**src/mandelbrot_escape_time_pixel_defines.svh**
```systemverilog
// assertion helpers shared by the block
`ifndef MANDELBROT_ESCAPE_TIME_PIXEL_DEFINES_SVH
`define MANDELBROT_ESCAPE_TIME_PIXEL_DEFINES_SVH

// property must hold at every edge outside reset
`define MET_ASSERT(label, clk, rst_n, prop, msg) \
  label: assert property (@(posedge clk) disable iff (!rst_n) prop) else $error(msg);

// condition must never be seen outside reset
`define MET_ASSERT_NEVER(label, clk, rst_n, cond, msg) \
  label: assert property (@(posedge clk) disable iff (!rst_n) !(cond)) else $error(msg);

`endif

```
**src/met_pkg.sv**
```systemverilog
`default_nettype none

package met_pkg;

  // fixed point format q4.28
  localparam int unsigned FracBits = 28;

  // configuration port
  localparam int unsigned CfgIdxW  = 3;
  localparam int unsigned CfgDataW = 32;

  typedef enum logic [CfgIdxW-1:0] {
    REG_ORIGIN_RE  = 3'd0,
    REG_ORIGIN_IM  = 3'd1,
    REG_PIXEL_STEP = 3'd2,
    REG_MAX_ITER   = 3'd3,
    REG_COLOR_STEP = 3'd4
  } cfg_reg_e;

  // register reset values
  localparam logic signed [31:0] OriginReRst  = -32'sd550292685;
  localparam logic signed [31:0] OriginImRst  = -32'sd348966093;
  localparam logic [30:0]        PixelStepRst = 31'd894784;
  localparam logic [15:0]        MaxIterRst   = 16'd50;
  localparam logic [23:0]        ColorStepRst = 24'd265;

  // escape bound 4.0 in q8.56
  localparam logic [63:0] EscapeBound = 64'h0400_0000_0000_0000;

  // queue between front and back, depth a power of two
  localparam int unsigned QDepth = 2;
  localparam int unsigned QPtrW  = $clog2(QDepth);
  localparam int unsigned QCntW  = $clog2(QDepth + 1);

  typedef struct packed {
    logic signed [31:0] origin_re;
    logic signed [31:0] origin_im;
    logic [30:0]        pixel_step;
    logic [15:0]        max_iterations;
    logic [23:0]        color_step;
  } cfg_t;

  typedef struct packed {
    logic [11:0] pixel_x;
    logic [11:0] pixel_y;
  } pixel_in_t;

  typedef struct packed {
    logic [11:0] out_x;
    logic [11:0] out_y;
    logic [15:0] iterations;
    logic [31:0] pixel_color;
  } result_t;

  // mapped point waiting for the iteration engine
  typedef struct packed {
    logic [11:0]        x;
    logic [11:0]        y;
    logic signed [31:0] cr;
    logic signed [31:0] ci;
  } coord_t;

  typedef struct packed {
    logic full;
    logic not_empty;
  } q_stat_t;

  typedef enum logic [1:0] {
    ST_IDLE,
    ST_MUL,
    ST_UPD,
    ST_DONE
  } eng_state_e;

  // clamp to the signed 32 bit range
  function automatic logic signed [31:0] sat32(input logic signed [47:0] v);
    logic signed [31:0] r;
    if (v > 48'sh0000_7FFF_FFFF) begin
      r = 32'sh7FFF_FFFF;
    end else if (v < 48'shFFFF_8000_0000) begin
      r = 32'sh8000_0000;
    end else begin
      r = v[31:0];
    end
    return r;
  endfunction

endpackage

`default_nettype wire

```
**src/met_front.sv**
```systemverilog
`default_nettype none

module met_front #(
  parameter int unsigned WINDOW_WIDTH  = 1024,
  parameter int unsigned WINDOW_HEIGHT = 1024
) (
  input  wire logic               clk_i,
  input  wire logic               rst_ni,
  input  wire met_pkg::cfg_t      cfg_i,
  input  wire logic               in_valid_i,
  output logic                    in_stall_o,
  input  wire met_pkg::pixel_in_t in_data_i,
  output logic                    push_o,
  output met_pkg::coord_t         push_data_o,
  input  wire met_pkg::q_stat_t   q_stat_i
);

  logic                 a_valid_q, a_valid_d;
  met_pkg::pixel_in_t   a_pix_q;
  logic                 b_valid_q, b_valid_d;
  logic [11:0]          b_x_q, b_y_q;
  logic [42:0]          b_pr_q, b_pi_q;
  logic                 b_adv, a_free, in_window;
  logic signed [47:0]   sum_re, sum_im;

  // window check, pixels outside are dropped at the transfer
  assign in_window = ({1'b0, in_data_i.pixel_x} < 13'(WINDOW_WIDTH)) &&
                     ({1'b0, in_data_i.pixel_y} < 13'(WINDOW_HEIGHT));

  // two stage pipe with stall propagation
  assign b_adv      = !b_valid_q || !q_stat_i.full;
  assign a_free     = !a_valid_q || b_adv;
  assign in_stall_o = !a_free;

  always_comb begin
    a_valid_d = a_valid_q;
    b_valid_d = b_valid_q;
    if (a_free) begin
      a_valid_d = in_valid_i && in_window;
    end
    if (b_adv) begin
      b_valid_d = a_valid_q;
    end
  end

  always_ff @(posedge clk_i or negedge rst_ni) begin
    if (!rst_ni) begin
      a_valid_q <= 1'b0;
      b_valid_q <= 1'b0;
    end else begin
      a_valid_q <= a_valid_d;
      b_valid_q <= b_valid_d;
    end
  end

  // payload: latch pixel, then form pixel times step
  always_ff @(posedge clk_i) begin
    if (a_free) begin
      a_pix_q <= in_data_i;
    end
    if (b_adv) begin
      b_x_q  <= a_pix_q.pixel_x;
      b_y_q  <= a_pix_q.pixel_y;
      b_pr_q <= {31'd0, a_pix_q.pixel_x} * {12'd0, cfg_i.pixel_step};
      b_pi_q <= {31'd0, a_pix_q.pixel_y} * {12'd0, cfg_i.pixel_step};
    end
  end

  // add the view corner and clamp
  assign sum_re = $signed({5'd0, b_pr_q}) +
                  $signed({{16{cfg_i.origin_re[31]}}, cfg_i.origin_re});
  assign sum_im = $signed({5'd0, b_pi_q}) +
                  $signed({{16{cfg_i.origin_im[31]}}, cfg_i.origin_im});

  assign push_o         = b_valid_q && !q_stat_i.full;
  assign push_data_o.x  = b_x_q;
  assign push_data_o.y  = b_y_q;
  assign push_data_o.cr = met_pkg::sat32(sum_re);
  assign push_data_o.ci = met_pkg::sat32(sum_im);

endmodule

`default_nettype wire

```
**config.mk**
```make
export PLATFORM = sky130hd
export DESIGN_NAME = met_front
export DESIGN_NICKNAME = d
export VERILOG_FILES = /design/src/mandelbrot_escape_time_pixel_defines.svh /design/src/met_pkg.sv /design/src/met_front.sv
export SDC_FILE = /design/constraint.sdc
export NUM_CORES = 2
export LEC_CHECK = 0
export BUFFER_PORTS_ARGS = -buffer_cell sky130_fd_sc_hd__buf_2
export CORE_ASPECT_RATIO = 0.5
export CORE_MARGIN = 4
export CORE_UTILIZATION = 55
export CTS_CLUSTER_DIAMETER = 50
export DETAILED_ROUTE_END_ITERATION = 10
export GPL_ROUTABILITY_DRIVEN = 0
export PLACE_DENSITY = 0.83
export SETUP_SLACK_MARGIN = 0.5
export SLEW_MARGIN = 10
export SYNTH_ARGS = -nofsm -noshare
export SYNTH_HDL_FRONTEND = slang
export SYNTH_SLANG_ARGS = --single-unit
```
**constraint.sdc**
```tcl
create_clock -name clk_i -period 6.5 [get_ports clk_i]
set_input_delay 0.65 -clock clk_i [delete_from_list [all_inputs] [get_ports clk_i]]
set_output_delay 0.65 -clock clk_i [all_outputs]
set_load 0.02 [all_outputs]
```
==> flow_metrics.py <==
metrics = {
    "cells_and_area": {
        "nNetsFinal": 4931,
        "drive_gt1_share_pct": 17.7,
        "post-route-cell-area_um2": 37600,
        "fin_util_pct": 65.2,
        "syn_to_final_growth_pct": 16.7,
    },
    "sta": {
        "slew_headroom_pct": 41.6,
        "worst_hold_slack_ns": 0.339,
        "clock_skew_ns": 0.0146,
        "rsz0062_at_grt": "true",
        "worst_pin_slew_ns": 0.875,
        "period_minus_slack_ns": 6.15,
        "slew_violations": 0,
        "setup_viol_count_final": 0,
        "fin_crit_sh_pct": 94.6,
        "finalHoldViolCount": 0,
        "clock.fmax_ghz": 0.163,
    },
    "synth": {
        "synth_fa_ha_area_share_pct": 45.9,
        "yosys.area_share.simple_pct": 15.9,
        "synth_top_cell_by_area": "fa_1",
        "synth_area_leaders": "fa_1, edfxtp_1, ha_1, inv_1, nand2_1",
        "synthXorXnorAreaFrac_pct": 4.05,
        "yosys_warnings": 0,
        "synth_common_cells": "inv_1, nand2_1, fa_1, ha_1, and2_1",
        "avgSynthCellArea_um2": 8.90,
        "syn-cell-area_um2": 32200,
        "synthFlopType": "edfxtp_1",
        "synth_top_family_by_area": "adder cells",
        "synth_most_common_cell": "inv_1",
        "syn_nets": 4614,
        "synth_mux_area_share_pct": 0.0622,
        "synth_seq_area_share_pct": 12.7,
        "synth.top_cell.area_share_pct": 36.2,
        "synth_edf_count": 134,
        "synth-seq-cells": 136,
        "synth_cell_type_count": 81,
        "synth_compound_area_share_pct": 11.4,
        "synthArstFlopShare_pct": 1.47,
        "synthCells": 3618,
    },
    "route": {
        "drtPass1Iterations": 6,
        "vias": 27676,
        "met3_length_um": 10900,
        "routedWlPerCell_um": 19.5,
        "wl_met2_um": 43400,
        "wl_um": 92300,
        "drt_drc_violations_left": 0,
        "routedLengthMet1_um": 34700,
        "drtIter0Drc": 2680,
        "top_layer": "met5",
        "antenna_left": 0,
        "drt-vias-per-instance": 5.86,
    },
    "die": {
        "die_h_um": 179,
        "rows": 62,
        "start_util_pct": 55.9,
        "design.core.area_um2": 57600,
        "ioPinCount": 254,
        "dieArea_um2": 62700,
        "die_x_um": 350,
    },
    "clocking": {
        "cts_buffers": 17,
        "cts.clk_slew.worst_paths_ns": 0.07,
        "htree_levels": 4,
        "cts_root_buffer": "clkbuf_16",
        "cts_tree": "built",
        "clock_sinks": 136,
        "clockBufferDepth": 2,
        "insertion_delay_ns": 0.48,
    },
    "worst_setup_path": {
        "worstPathArrival_ns": 6.37,
        "worstSetupPathType": "reg -> reg",
        "worst_path_max_delay_cell": "fa_1",
        "crit_path_max_fanout": 5,
        "reg2reg_slack_ns": 0.35,
        "cp_data_required_time_ns": 6.72,
        "critPathMaxStageDelay_ns": 0.56,
        "start_kind": "flip-flop",
        "end_kind": "flip-flop",
        "path_cells": "buf_6 -> clkbuf_16 -> and2_4 -> fa_1 -> inv_2 -> fa_1 -> inv_1 -> fa_2 -> fa_1 -> inv_1 -> fa_1 -> inv_2 -> ha_4 -> a21boi_2 -> o41a_1 -> o21ai_2 -> a21oi_2 -> a311o_1 -> a221oi_4 -> a211oi_2 -> o221a_2 -> o211ai_1 -> o211ai_1",
        "crit_top_cell": "fa_1",
    },
    "place": {
        "dpl.hpwl_um": 65300,
        "place_area_um2": 35100,
        "port_buffers": 212,
    },
    "global_route": {
        "grt_max_degree": 59,
        "grt_overflow_total": 0,
        "grtUsageTotal_pct": 28.4,
        "antenna_found_initial": 7,
        "grt_pass1_vias": 28500,
        "grt_first_pass_wirelength_um": 141000,
    },
    "hold_path": {
        "hold_class": "in -> reg",
    },
    "status": {
        "status": "complete, no violations",
    },
    "flow_run": {
        "cap_viol_max_count": 0,
    },
}
-- cell type report --
class / count / area, um2
fillers: 4159 / 20100
diodes: 8 / 20.0
clock inverters: 13 / 195
well taps: 768 / 961
inverters: 693 / 2610
multi-input cells: 2627 / 25600
clock buffers: 19 / 433
flip-flops and latches: 136 / 4070
repair buffers: 460 / 3640
-- path summary, 6_finish.rpt --
check | cells after the start | start | end
hold / removal | 1 | in_data_i[7] | a_pix_q[7]
hold reg to reg | 0 | a_pix_q[13] | b_x_q[1]
max in group asynchronous | 2 | rst_ni | b_valid_q
min in group asynchronous | 2 | rst_ni | a_valid_q
setup / recovery | 23 | a_pix_q[18] | b_pr_q[42]
setup reg to reg | 23 | a_pix_q[18] | b_pr_q[42]
-- state kept, by name (all words and copies together), names as in the netlist --
| register | count |
|---|---|
| a_pix_q | 24 |
| a_valid_q | 1 |
| b_pi_q | 43 |
| b_pr_q | 43 |
| b_valid_q | 1 |
| b_x_q | 12 |
| b_y_q | 12 |
-- cell families (layout without fill, tap and decap cells) --
group | count (synthesis) | in the layout
AOI/OAI and AO/OA | 543 | 543
xor gates and xnor gates | 149 | 149
adders and majority gates | 832 | 832
buffers and inverters | 855 | 1185
DFF | 136 | 136
muxes | 2 | 2
other | 0 | 8
and+or+nand+nor | 1101 | 1101
-- cell usage in the layout, fill, tap and decap left out, types with 10 or more instances in the layout --
cell,Yosys,layout
buf_4,0,187
a21o_1,95,95
buf_2,11,212
clkbuf_16,0,23
o21a_1,17,16
inv_2,0,20
o21ai_0,83,69
nand2b_1,14,14
xor2_1,48,48
ha_1,250,228
a21oi_1,159,138
o21ai_2,32,42
a211oi_1,13,10
o211ai_1,17,17
ha_4,0,16
buf_12,0,21
nand2_2,1,12
nand3_1,21,17
edfxtp_1,134,134
nor2b_1,16,16
buf_6,3,18
xnor2_1,101,100
nand4_1,20,20
a21oi_2,5,23
inv_1,693,671
nor3_1,24,21
and3_1,17,17
nand2_1,628,615
and2_1,225,219
o21bai_1,24,23
nor2_1,87,84
fa_1,582,564
fa_2,0,18
-- metrics by stage --
step	TNS, ns	cells	worst slack, ns
2_1_floorplan	0	3618	0.493
3_3_place_gp	-0.328	4592	-0.154
3_5_place_dp	-1.72	4592	-0.279
4_1_cts	0	4676	0.240
5_1_grt	0	4721	0.142
6_report	0	4724	0.353
-- worst max-delay path, delay by kind of cell, from the launching register on --
| kind | cells | cell delay (ns) |
|---|---|---|
| flops | 1 | 0.45 |
| compound gates | 10 | 2.02 |
| simple gates | 1 | 0.16 |
| buf+inv | 6 | 0.54 |
| fa+ha+maj | 6 | 2.72 |
-- metal layers --
layer  up-vias  global-route usage (%)
met1     13794                    36.5
met4         6                    10.8
met3       313                    7.03
li1      12012                       -
met2      1551                    46.7
met5         -                       0
-- repair_timing --
item	4_1_cts	5_1_grt
buffers inserted	41	33
setup endpoints to repair	18	57
resized for setup	76	123
hold buffers	1	0
pin swaps	58	73
hold endpoints to repair	2	0
cloned	10	7
Power is not shown: default switching activity piles up to over one toggle a cycle in this logic, so the estimate is an artifact.
