`src/mandelbrot_escape_time_pixel_defines.svh`:
```
// assertion helpers shared by the block
`ifndef MANDELBROT_ESCAPE_TIME_PIXEL_DEFINES_SVH
`define MANDELBROT_ESCAPE_TIME_PIXEL_DEFINES_SVH

// property must hold at every edge outside reset
`define MET_ASSERT(label, clk, rst_n, prop, msg) \
  label: assert property (@(posedge clk) disable iff (!rst_n) prop) else $error(msg);

// condition must never be seen outside reset
`define MET_ASSERT_NEVER(label, clk, rst_n, cond, msg) \
  label: assert property (@(posedge clk) disable iff (!rst_n) !(cond)) else $error(msg);

`endif

```
`src/met_pkg.sv`:
```
`default_nettype none

package met_pkg;

  // fixed point format q4.28
  localparam int unsigned FracBits = 28;

  // configuration port
  localparam int unsigned CfgIdxW  = 3;
  localparam int unsigned CfgDataW = 32;

  typedef enum logic [CfgIdxW-1:0] {
    REG_ORIGIN_RE  = 3'd0,
    REG_ORIGIN_IM  = 3'd1,
    REG_PIXEL_STEP = 3'd2,
    REG_MAX_ITER   = 3'd3,
    REG_COLOR_STEP = 3'd4
  } cfg_reg_e;

  // register reset values
  localparam logic signed [31:0] OriginReRst  = -32'sd550292685;
  localparam logic signed [31:0] OriginImRst  = -32'sd348966093;
  localparam logic [30:0]        PixelStepRst = 31'd894784;
  localparam logic [15:0]        MaxIterRst   = 16'd50;
  localparam logic [23:0]        ColorStepRst = 24'd265;

  // escape bound 4.0 in q8.56
  localparam logic [63:0] EscapeBound = 64'h0400_0000_0000_0000;

  // queue between front and back, depth a power of two
  localparam int unsigned QDepth = 2;
  localparam int unsigned QPtrW  = $clog2(QDepth);
  localparam int unsigned QCntW  = $clog2(QDepth + 1);

  typedef struct packed {
    logic signed [31:0] origin_re;
    logic signed [31:0] origin_im;
    logic [30:0]        pixel_step;
    logic [15:0]        max_iterations;
    logic [23:0]        color_step;
  } cfg_t;

  typedef struct packed {
    logic [11:0] pixel_x;
    logic [11:0] pixel_y;
  } pixel_in_t;

  typedef struct packed {
    logic [11:0] out_x;
    logic [11:0] out_y;
    logic [15:0] iterations;
    logic [31:0] pixel_color;
  } result_t;

  // mapped point waiting for the iteration engine
  typedef struct packed {
    logic [11:0]        x;
    logic [11:0]        y;
    logic signed [31:0] cr;
    logic signed [31:0] ci;
  } coord_t;

  typedef struct packed {
    logic full;
    logic not_empty;
  } q_stat_t;

  typedef enum logic [1:0] {
    ST_IDLE,
    ST_MUL,
    ST_UPD,
    ST_DONE
  } eng_state_e;

  // clamp to the signed 32 bit range
  function automatic logic signed [31:0] sat32(input logic signed [47:0] v);
    logic signed [31:0] r;
    if (v > 48'sh0000_7FFF_FFFF) begin
      r = 32'sh7FFF_FFFF;
    end else if (v < 48'shFFFF_8000_0000) begin
      r = 32'sh8000_0000;
    end else begin
      r = v[31:0];
    end
    return r;
  endfunction

endpackage

`default_nettype wire

```
`src/met_queue.sv`:
```
`default_nettype none

module met_queue (
  input  wire logic             clk_i,
  input  wire logic             rst_ni,
  input  wire logic             push_i,
  input  wire met_pkg::coord_t  push_data_i,
  input  wire logic             pop_i,
  output met_pkg::coord_t       pop_data_o,
  output met_pkg::q_stat_t      q_stat_o
);

  met_pkg::coord_t                entry_q [met_pkg::QDepth];
  logic [met_pkg::QPtrW-1:0]      wr_ptr_q, rd_ptr_q;
  logic [met_pkg::QCntW-1:0]      cnt_q, cnt_d;

  // occupancy
  always_comb begin
    cnt_d = cnt_q;
    if (push_i && !pop_i) begin
      cnt_d = cnt_q + 1'b1;
    end else if (pop_i && !push_i) begin
      cnt_d = cnt_q - 1'b1;
    end
  end

  always_ff @(posedge clk_i or negedge rst_ni) begin
    if (!rst_ni) begin
      wr_ptr_q <= '0;
      rd_ptr_q <= '0;
      cnt_q    <= '0;
    end else begin
      cnt_q <= cnt_d;
      if (push_i) begin
        wr_ptr_q <= wr_ptr_q + 1'b1;
      end
      if (pop_i) begin
        rd_ptr_q <= rd_ptr_q + 1'b1;
      end
    end
  end

  // entry storage
  always_ff @(posedge clk_i) begin
    if (push_i) begin
      entry_q[wr_ptr_q] <= push_data_i;
    end
  end

  assign pop_data_o         = entry_q[rd_ptr_q];
  assign q_stat_o.full      = (cnt_q == met_pkg::QCntW'(met_pkg::QDepth));
  assign q_stat_o.not_empty = (cnt_q != '0);

endmodule

`default_nettype wire

```
`config.mk`:
```
export PLATFORM = sky130hd
export DESIGN_NAME = met_queue
export DESIGN_NICKNAME = d
export VERILOG_FILES = /design/src/mandelbrot_escape_time_pixel_defines.svh /design/src/met_pkg.sv /design/src/met_queue.sv
export SDC_FILE = /design/constraint.sdc
export NUM_CORES = 1
export LEC_CHECK = 0
export BUFFER_PORTS_ARGS = -buffer_cell sky130_fd_sc_hd__buf_4
export CORE_ASPECT_RATIO = 2
export CORE_UTILIZATION = 55
export DETAILED_ROUTE_END_ITERATION = 6
export MAX_ROUTING_LAYER = met4
export PLACE_DENSITY = 0.83
export SYNTH_ARGS = -nofsm -noshare
export SYNTH_HDL_FRONTEND = slang
export SYNTH_SLANG_ARGS = --single-unit
export TNS_END_PERCENT = 5
```
`constraint.sdc`:
```
create_clock -name clk_i -period 13.1 [get_ports clk_i]
set_input_delay 0.655 -clock clk_i [delete_from_list [all_inputs] [get_ports clk_i]]
set_output_delay 0.655 -clock clk_i [all_outputs]
set_load 0.01 [all_outputs]
```
==> results of run 1 <==
-- state kept, by name, indices dropped and copies added (netlist names) --
signal and flops:
cnt_q 2, rd_ptr_q 1, entry_q 176, wr_ptr_q 1
-- metrics by stage --
step,cell area [um2],total power [W],setup slack [ps],cells
CTS,8681,0.001897,9930,641
finish,8691,0.001876,9971,642
global placement,8079,0.001369,10330,609
global route,8691,0.001953,9845,642
detailed placement,8079,0.001386,10280,609
floorplan,6571,0.001138,8060,290
-- layout by cell type, fill, tap and decap left out --
cell type and count:
xnor2_1 1, inv_1 1, bufinv_16 3, xor2_1 4, inv_6 4, nor2b_1 1, edfxtp_1 176, buf_4 184
and2_4 1, mux2_2 78, dfrtp_1 3, dfrtp_4 1, dlygate4sd3_1 1, ha_1 1, or2_2 1, clkbuf_16 17
nor2b_4 1, nor2_1 1, clkinv_1 1, mux2_4 10, clkinv_2 2, clkinvlp_4 5
-- what timing repair did --
item | CTS | global route
endpoints found under the setup margin | 0 | 0
hold endpoints to repair | 0 | 2
hold buffers | 0 | 1
-- logic make-up after synthesis --
logic type                 Yosys count  share of synthesized area, %
xor gates and xnor gates             5                        0.6664
DFF                                180                         81.95
adders and majority gates            1                        0.1904
buffers and inverters               11                         1.104
muxes                               88                         15.65
and+or+nand+nor                      5                        0.4380
-- worst max path at each step --
stage | cells after the start | to | from
4_1_cts | 3 | pop_data_o[67] | rd_ptr_q
3_5_place_dp | 3 | entry_q[0][85] | push_i
5_1_grt | 3 | pop_data_o[42] | rd_ptr_q
6_report | 3 | pop_data_o[77] | rd_ptr_q
2_1_floorplan | 1 | entry_q[0][0] | push_i
3_3_place_gp | 3 | entry_q[0][5] | push_i
-- per-layer routing --
layer,global-route usage (%),up-vias,share of wire (%)
met1,20.73,1639,35
met5,-,-,0
met4,10.30,0,3.3
li1,-,1540,-
met3,5.539,27,4.0
met2,37.68,128,58
-- power breakdown --
group	switching, W	leakage (nW)	total [W]	internal, W
Clock	0.000209	0.280	0.000509	0.000301
Combinational	0.000255	1.33	0.000552	0.000297
Sequential	0.0000483	1.70	0.000814	0.000766
Total	0.000512	3.31	0.00188	0.00136
-- area by class of cell --
class,instances,area share (%)
clock buffer,17,4.895
clock inverter,15,2.030
timing repair buffer,185,16.01
inverter,1,0.04319
sequential,180,62.01
tap,145,2.088
multi-input combinational,99,12.93
==> results_dict.tcl, run 1 <==
set metrics [dict create \
    multi_input_comb_area_um2 1124 \
    synth.largest_area_cell "edfxtp_1" \
    worstRegToRegCells 2 \
    ctsHtreeMaxLevel 4 \
    required_ps 12440 \
    cpMaxStageDelayCell "dfrtp_4" \
    worst-path-buf-inv 2 \
    final_util_pct 74.27 \
    arrival_ps 2470 \
    synth_enable_flop_cells 176 \
    synth.lib_cells_used.distinct 14 \
    synth-warning-count 0 \
    worst_tran_pin_value_ps 1124 \
    cts_resized 0 \
    layout-area-overhead-vs-synth_pct 32.25 \
    reg2reg_slack_ps 10670 \
    outcome "finished clean" \
    core_region_area_um2 11700 \
    slew_viol_final 0 \
    timing.clock.skew_ps 7.852 \
    finalSetupViolCount 0 \
    pin_count_of_the_biggest_net_entering_global_routing 54 \
    synth_sequential_area_ratio_pct 81.95 \
    postSynthCellCount 290 \
    post-synth-top-count-cell "edfxtp_1" \
    port_buffers 181 \
    synth_flop_cell "edfxtp_1" \
    finalCriticalPeriod_ps 3129 \
    fin_tns_setup_ps 0 \
    layout.filler_cells 736 \
    netlist_top_cells_count "176 x edfxtp_1, 78 x mux2_2, 10 x mux2_4" \
    cellLeakagePower_nw 3.306 \
    tritoncts_clock_tree "done" \
    fp.dieH_um 156.6 \
    detail-route-antenna-nets 0 \
    clock_sink_count 180 \
    path_delay_family "buffers and inverters" \
    drc_errors 0 \
    worst-path-max-fanout 53 \
    grt_use_total_pct 21.15 \
    synth_nets 383 \
    num_io_pins 182 \
    first_pass_grt_wire_length_mm 17.85 \
    max-cap-violations 0 \
    post-cts-setup-buffer-count 0 \
    share_of_flip_flops_with_an_asynchronous_set_or_reset_pct 2.222 \
    cp-end-kind "output pin" \
    largest_stage_delay_worst_path_ps 730 \
    syn_area_um2 6571 \
    power_density_nw_per_um2 215.8 \
    clk_pin_slew_worst_paths_ps 70 \
    synth.top_cells.by_area "edfxtp_1 80%, mux2_2 13%, mux2_4 2.3%, dfrtp_1 1.5%, buf_2 0.53%" \
    diodes 0 \
    wl_per_cell_um 19.19 \
    timing.final.crit_share_pct 23.88 \
    worst_hold_path.endpoint "entry_q[1][44]" \
    cts_buffers 17 \
    cpMostUsedCell "buf_4" \
    hold_ws_ps 415.9 \
    floorplan.die_area_um2 12420 \
    r2r-end "entry_q[0][1]" \
    grt_setup_unrepaired "false" \
    iter_0_drt_violations 146 \
    dr_total_vias 3334 \
    max-slew-margin-rel_pct 24.94 \
    timing.rr.start "wr_ptr_q" \
    clock_tree.root_cell "clkbuf_16" \
    synth.avg_cell_area_um2 22.66 \
    clockBufferDepth 2 \
    number_of_global_route_vias_before_repair 3559 \
    critPathLaunchType "flop" \
    nets 577 \
    hold_start "push_data_i[44]" \
    seqCellArea_um2 5389 \
    place_hpwl_mm 8.360 \
    layout-drive-gt1-share_pct 61.77 \
    cells_along_the_critical_path "buf_4, mux2_2, buf_4" \
    grt_antenna_before_repair 0 \
    vias_per_cell 5.193 \
    routed_wirelength_mm 12.32 \
    place_congestion 0.7661 \
    floorplan.rows 56 \
    detail_route.first_pass.iterations 4 \
    vdd.ir_drop.worst_v 0.0001478 \
    worst_path_class_setup "reg2out" \
    start_util_pct 56.16 \
    final_hold_viol_count 0 \
    clk-insertion-delay-late_ps 420 \
    die_x_um 79.29 \
    holdCritPathClass "in2reg" \
    synth.top_cell.area_share_pct 80.43 \
    yosys_register_bits 180 \
    hold-path-cell-count 1 \
    grt_residual_overflow 0 \
    fmax_ghz 0.3196 \
]
Note: power is estimated with default switching activity, not from simulation.
==> run 2: changes to the inputs <==
--- a/config.mk
+++ b/config.mk
@@ -7,10 +7,10 @@
 export LEC_CHECK = 0
 export BUFFER_PORTS_ARGS = -buffer_cell sky130_fd_sc_hd__buf_4
 export CORE_ASPECT_RATIO = 2
-export CORE_UTILIZATION = 55
+export CORE_UTILIZATION = 52
 export DETAILED_ROUTE_END_ITERATION = 6
 export MAX_ROUTING_LAYER = met4
-export PLACE_DENSITY = 0.83
+export PLACE_DENSITY = 0.79
 export SYNTH_ARGS = -nofsm -noshare
 export SYNTH_HDL_FRONTEND = slang
 export SYNTH_SLANG_ARGS = --single-unit
==> constraint.sdc (replaced) <==
create_clock -name clk_i -period 3.15 [get_ports clk_i]
set_input_delay 0.1575 -clock clk_i [delete_from_list [all_inputs] [get_ports clk_i]]
set_output_delay 0.1575 -clock clk_i [all_outputs]
set_load 0.01 [all_outputs]
==> results_dict.tcl, run 2 (synthesis results as in run 1) <==
set metrics [dict create \
    place_congestion 0.8596 \
    critPathLaunchType "flop" \
    arrival_ps 2190 \
    holdCritPathClass "in2async" \
    power_density_nw_per_um2 828.9 \
    hold_ws_ps 100.5 \
    iter_0_drt_violations 132 \
    clk-insertion-delay-late_ps 410 \
    clock_sink_count 180 \
    num_io_pins 182 \
    clockBufferDepth 2 \
    cells_along_the_critical_path "buf_12, mux2_2, buf_4" \
    worst_tran_pin_value_ps 663.0 \
    drc_errors 0 \
    first_pass_grt_wire_length_mm 20.96 \
    reg2reg_slack_ps 1400 \
    worst_path_class_setup "reg2out" \
    detail_route.first_pass.iterations 4 \
    vias_per_cell 5.059 \
    final_hold_viol_count 0 \
    worst-path-max-fanout 45 \
    core_region_area_um2 12200 \
    outcome "finished clean" \
    routed_wirelength_mm 14.24 \
    detail-route-antenna-nets 0 \
    place_hpwl_mm 8.630 \
    grt_use_total_pct 23.59 \
    start_util_pct 53.88 \
    dp.cells 612 \
    max-cap-violations 0 \
    largest_stage_delay_worst_path_ps 860 \
    required_ps 2990 \
    slew_viol_final 0 \
    largest-register "entry_q" \
    nets 668 \
    tritoncts_clock_tree "done" \
    floorplan.die_area_um2 13120 \
    layout-area-overhead-vs-synth_pct 46.73 \
    number_of_global_route_vias_before_repair 4160 \
    pin_count_of_the_biggest_net_entering_global_routing 47 \
    fin_tns_setup_ps 0 \
    fmax_ghz 0.4269 \
    floorplan.rows 57 \
    cts_buffers 17 \
    stdcell_count 735 \
    clk_pin_slew_worst_paths_ps 70 \
    grt_setup_unrepaired "false" \
    final_cell_mix "182 x buf_4, 176 x edfxtp_1, 91 x dlygate4sd3_1" \
    die_x_um 81.49 \
    wl_per_cell_um 19.37 \
    reg_top3 "entry_q (176), cnt_q (2)" \
    grt_antenna_before_repair 1 \
    dr_total_vias 3718 \
    fp.dieH_um 161.0 \
    finalCriticalPeriod_ps 2343 \
    timing.final.crit_share_pct 74.37 \
    layout-drive-gt1-share_pct 52.30 \
    port_buffers 181 \
    finalSetupViolCount 0 \
    clock_tree.root_cell "clkbuf_16" \
    grt_residual_overflow 0 \
    layout.filler_cells 626 \
    cts_resized 0 \
    cellLeakagePower_nw 3.705 \
    ctsHtreeMaxLevel 4 \
    layout_commonest_cell "buf_4" \
    cp-end-kind "output pin" \
    largest_reg_flops 176 \
    final_util_pct 79.06 \
    timing.clock.skew_ps 10.63 \
    cpMaxStageDelayCell "dfrtp_4" \
    max-slew-margin-rel_pct 55.80 \
    vdd.ir_drop.worst_v 0.0007743 \
]
run 2: changes by cell type in the layout (fill, tap and decap cells not counted), sizes merged:
cell,before,now
clkinvlp,5,3
dlygate4sd3,1,91
clkbuf,17,18
buf,184,185
diode,0,1
run 2: path summary, 6_finish.rpt:
path / from / cells after the start / endpoint
max: rd_ptr_q / 3 / pop_data_o[10]
min: rst_ni / 2 / cnt_q[1]
max reg2reg: wr_ptr_q / 2 / entry_q[0][55]
min reg2reg: cnt_q[1] / 1 / cnt_q[1]
max in group asynchronous: rst_ni / 2 / rd_ptr_q
min in group clk_i: push_data_i[26] / 2 / entry_q[0][26]
run 2: critical path, delay by kind of cell, from the launching register on:
family                 cells  cell delay (ps)
DFF                        1              860
buffers and inverters      2              510
muxes                      1              390
run 2: routing by layer:
layer  part of all wire [%]  up-vias  GRT usage, %
met5                      0        -             -
met4                    5.0        0         13.39
met3                    3.9       43         5.424
met2                     58      144         41.29
met1                     34     1822         22.77
li1                       -     1709             -
run 2: power by group:
| part | switching, W | total (W) | internal [W] |
|---|---|---|---|
| sequential | 0.000258 | 0.00344 | 0.00318 |
| combinational | 0.00108 | 0.00243 | 0.00135 |
| clock | 0.000863 | 0.00212 | 0.00126 |
| total | 0.00220 | 0.00799 | 0.00579 |
run 2: area by class of cell:
cell class / count / area, um2 / share of cell area [%]
clock buffer: 18 / 429.2 / 4.451
tap: 147 / 183.9 / 1.908
multi-input combinational: 99 / 1124 / 11.65
clock inverter: 13 / 172.7 / 1.791
inverter: 1 / 3.754 / 0.03893
sequential: 180 / 5389 / 55.89
antenna: 1 / 2.502 / 0.02595
timing repair buffer: 276 / 2337 / 24.24
run 2: per-stage QoR:
stage | setup slack [ps] | area [um2] | total power [W]
after global placement | 1269 | 8127 | 0.005727
after floorplan | 17.99 | 6574 | 0.004718
after detailed placement | 1238 | 8127 | 0.005808
final | 807.4 | 9642 | 0.007992
after CTS | 791.9 | 9639 | 0.008005
after global routing | 710.6 | 9642 | 0.008302
run 2: timing repair:
action / CTS / global route
endpoints found under the hold margin: 182 / 0
hold buffers: 91 / 0
buffers inserted: 0 / 0
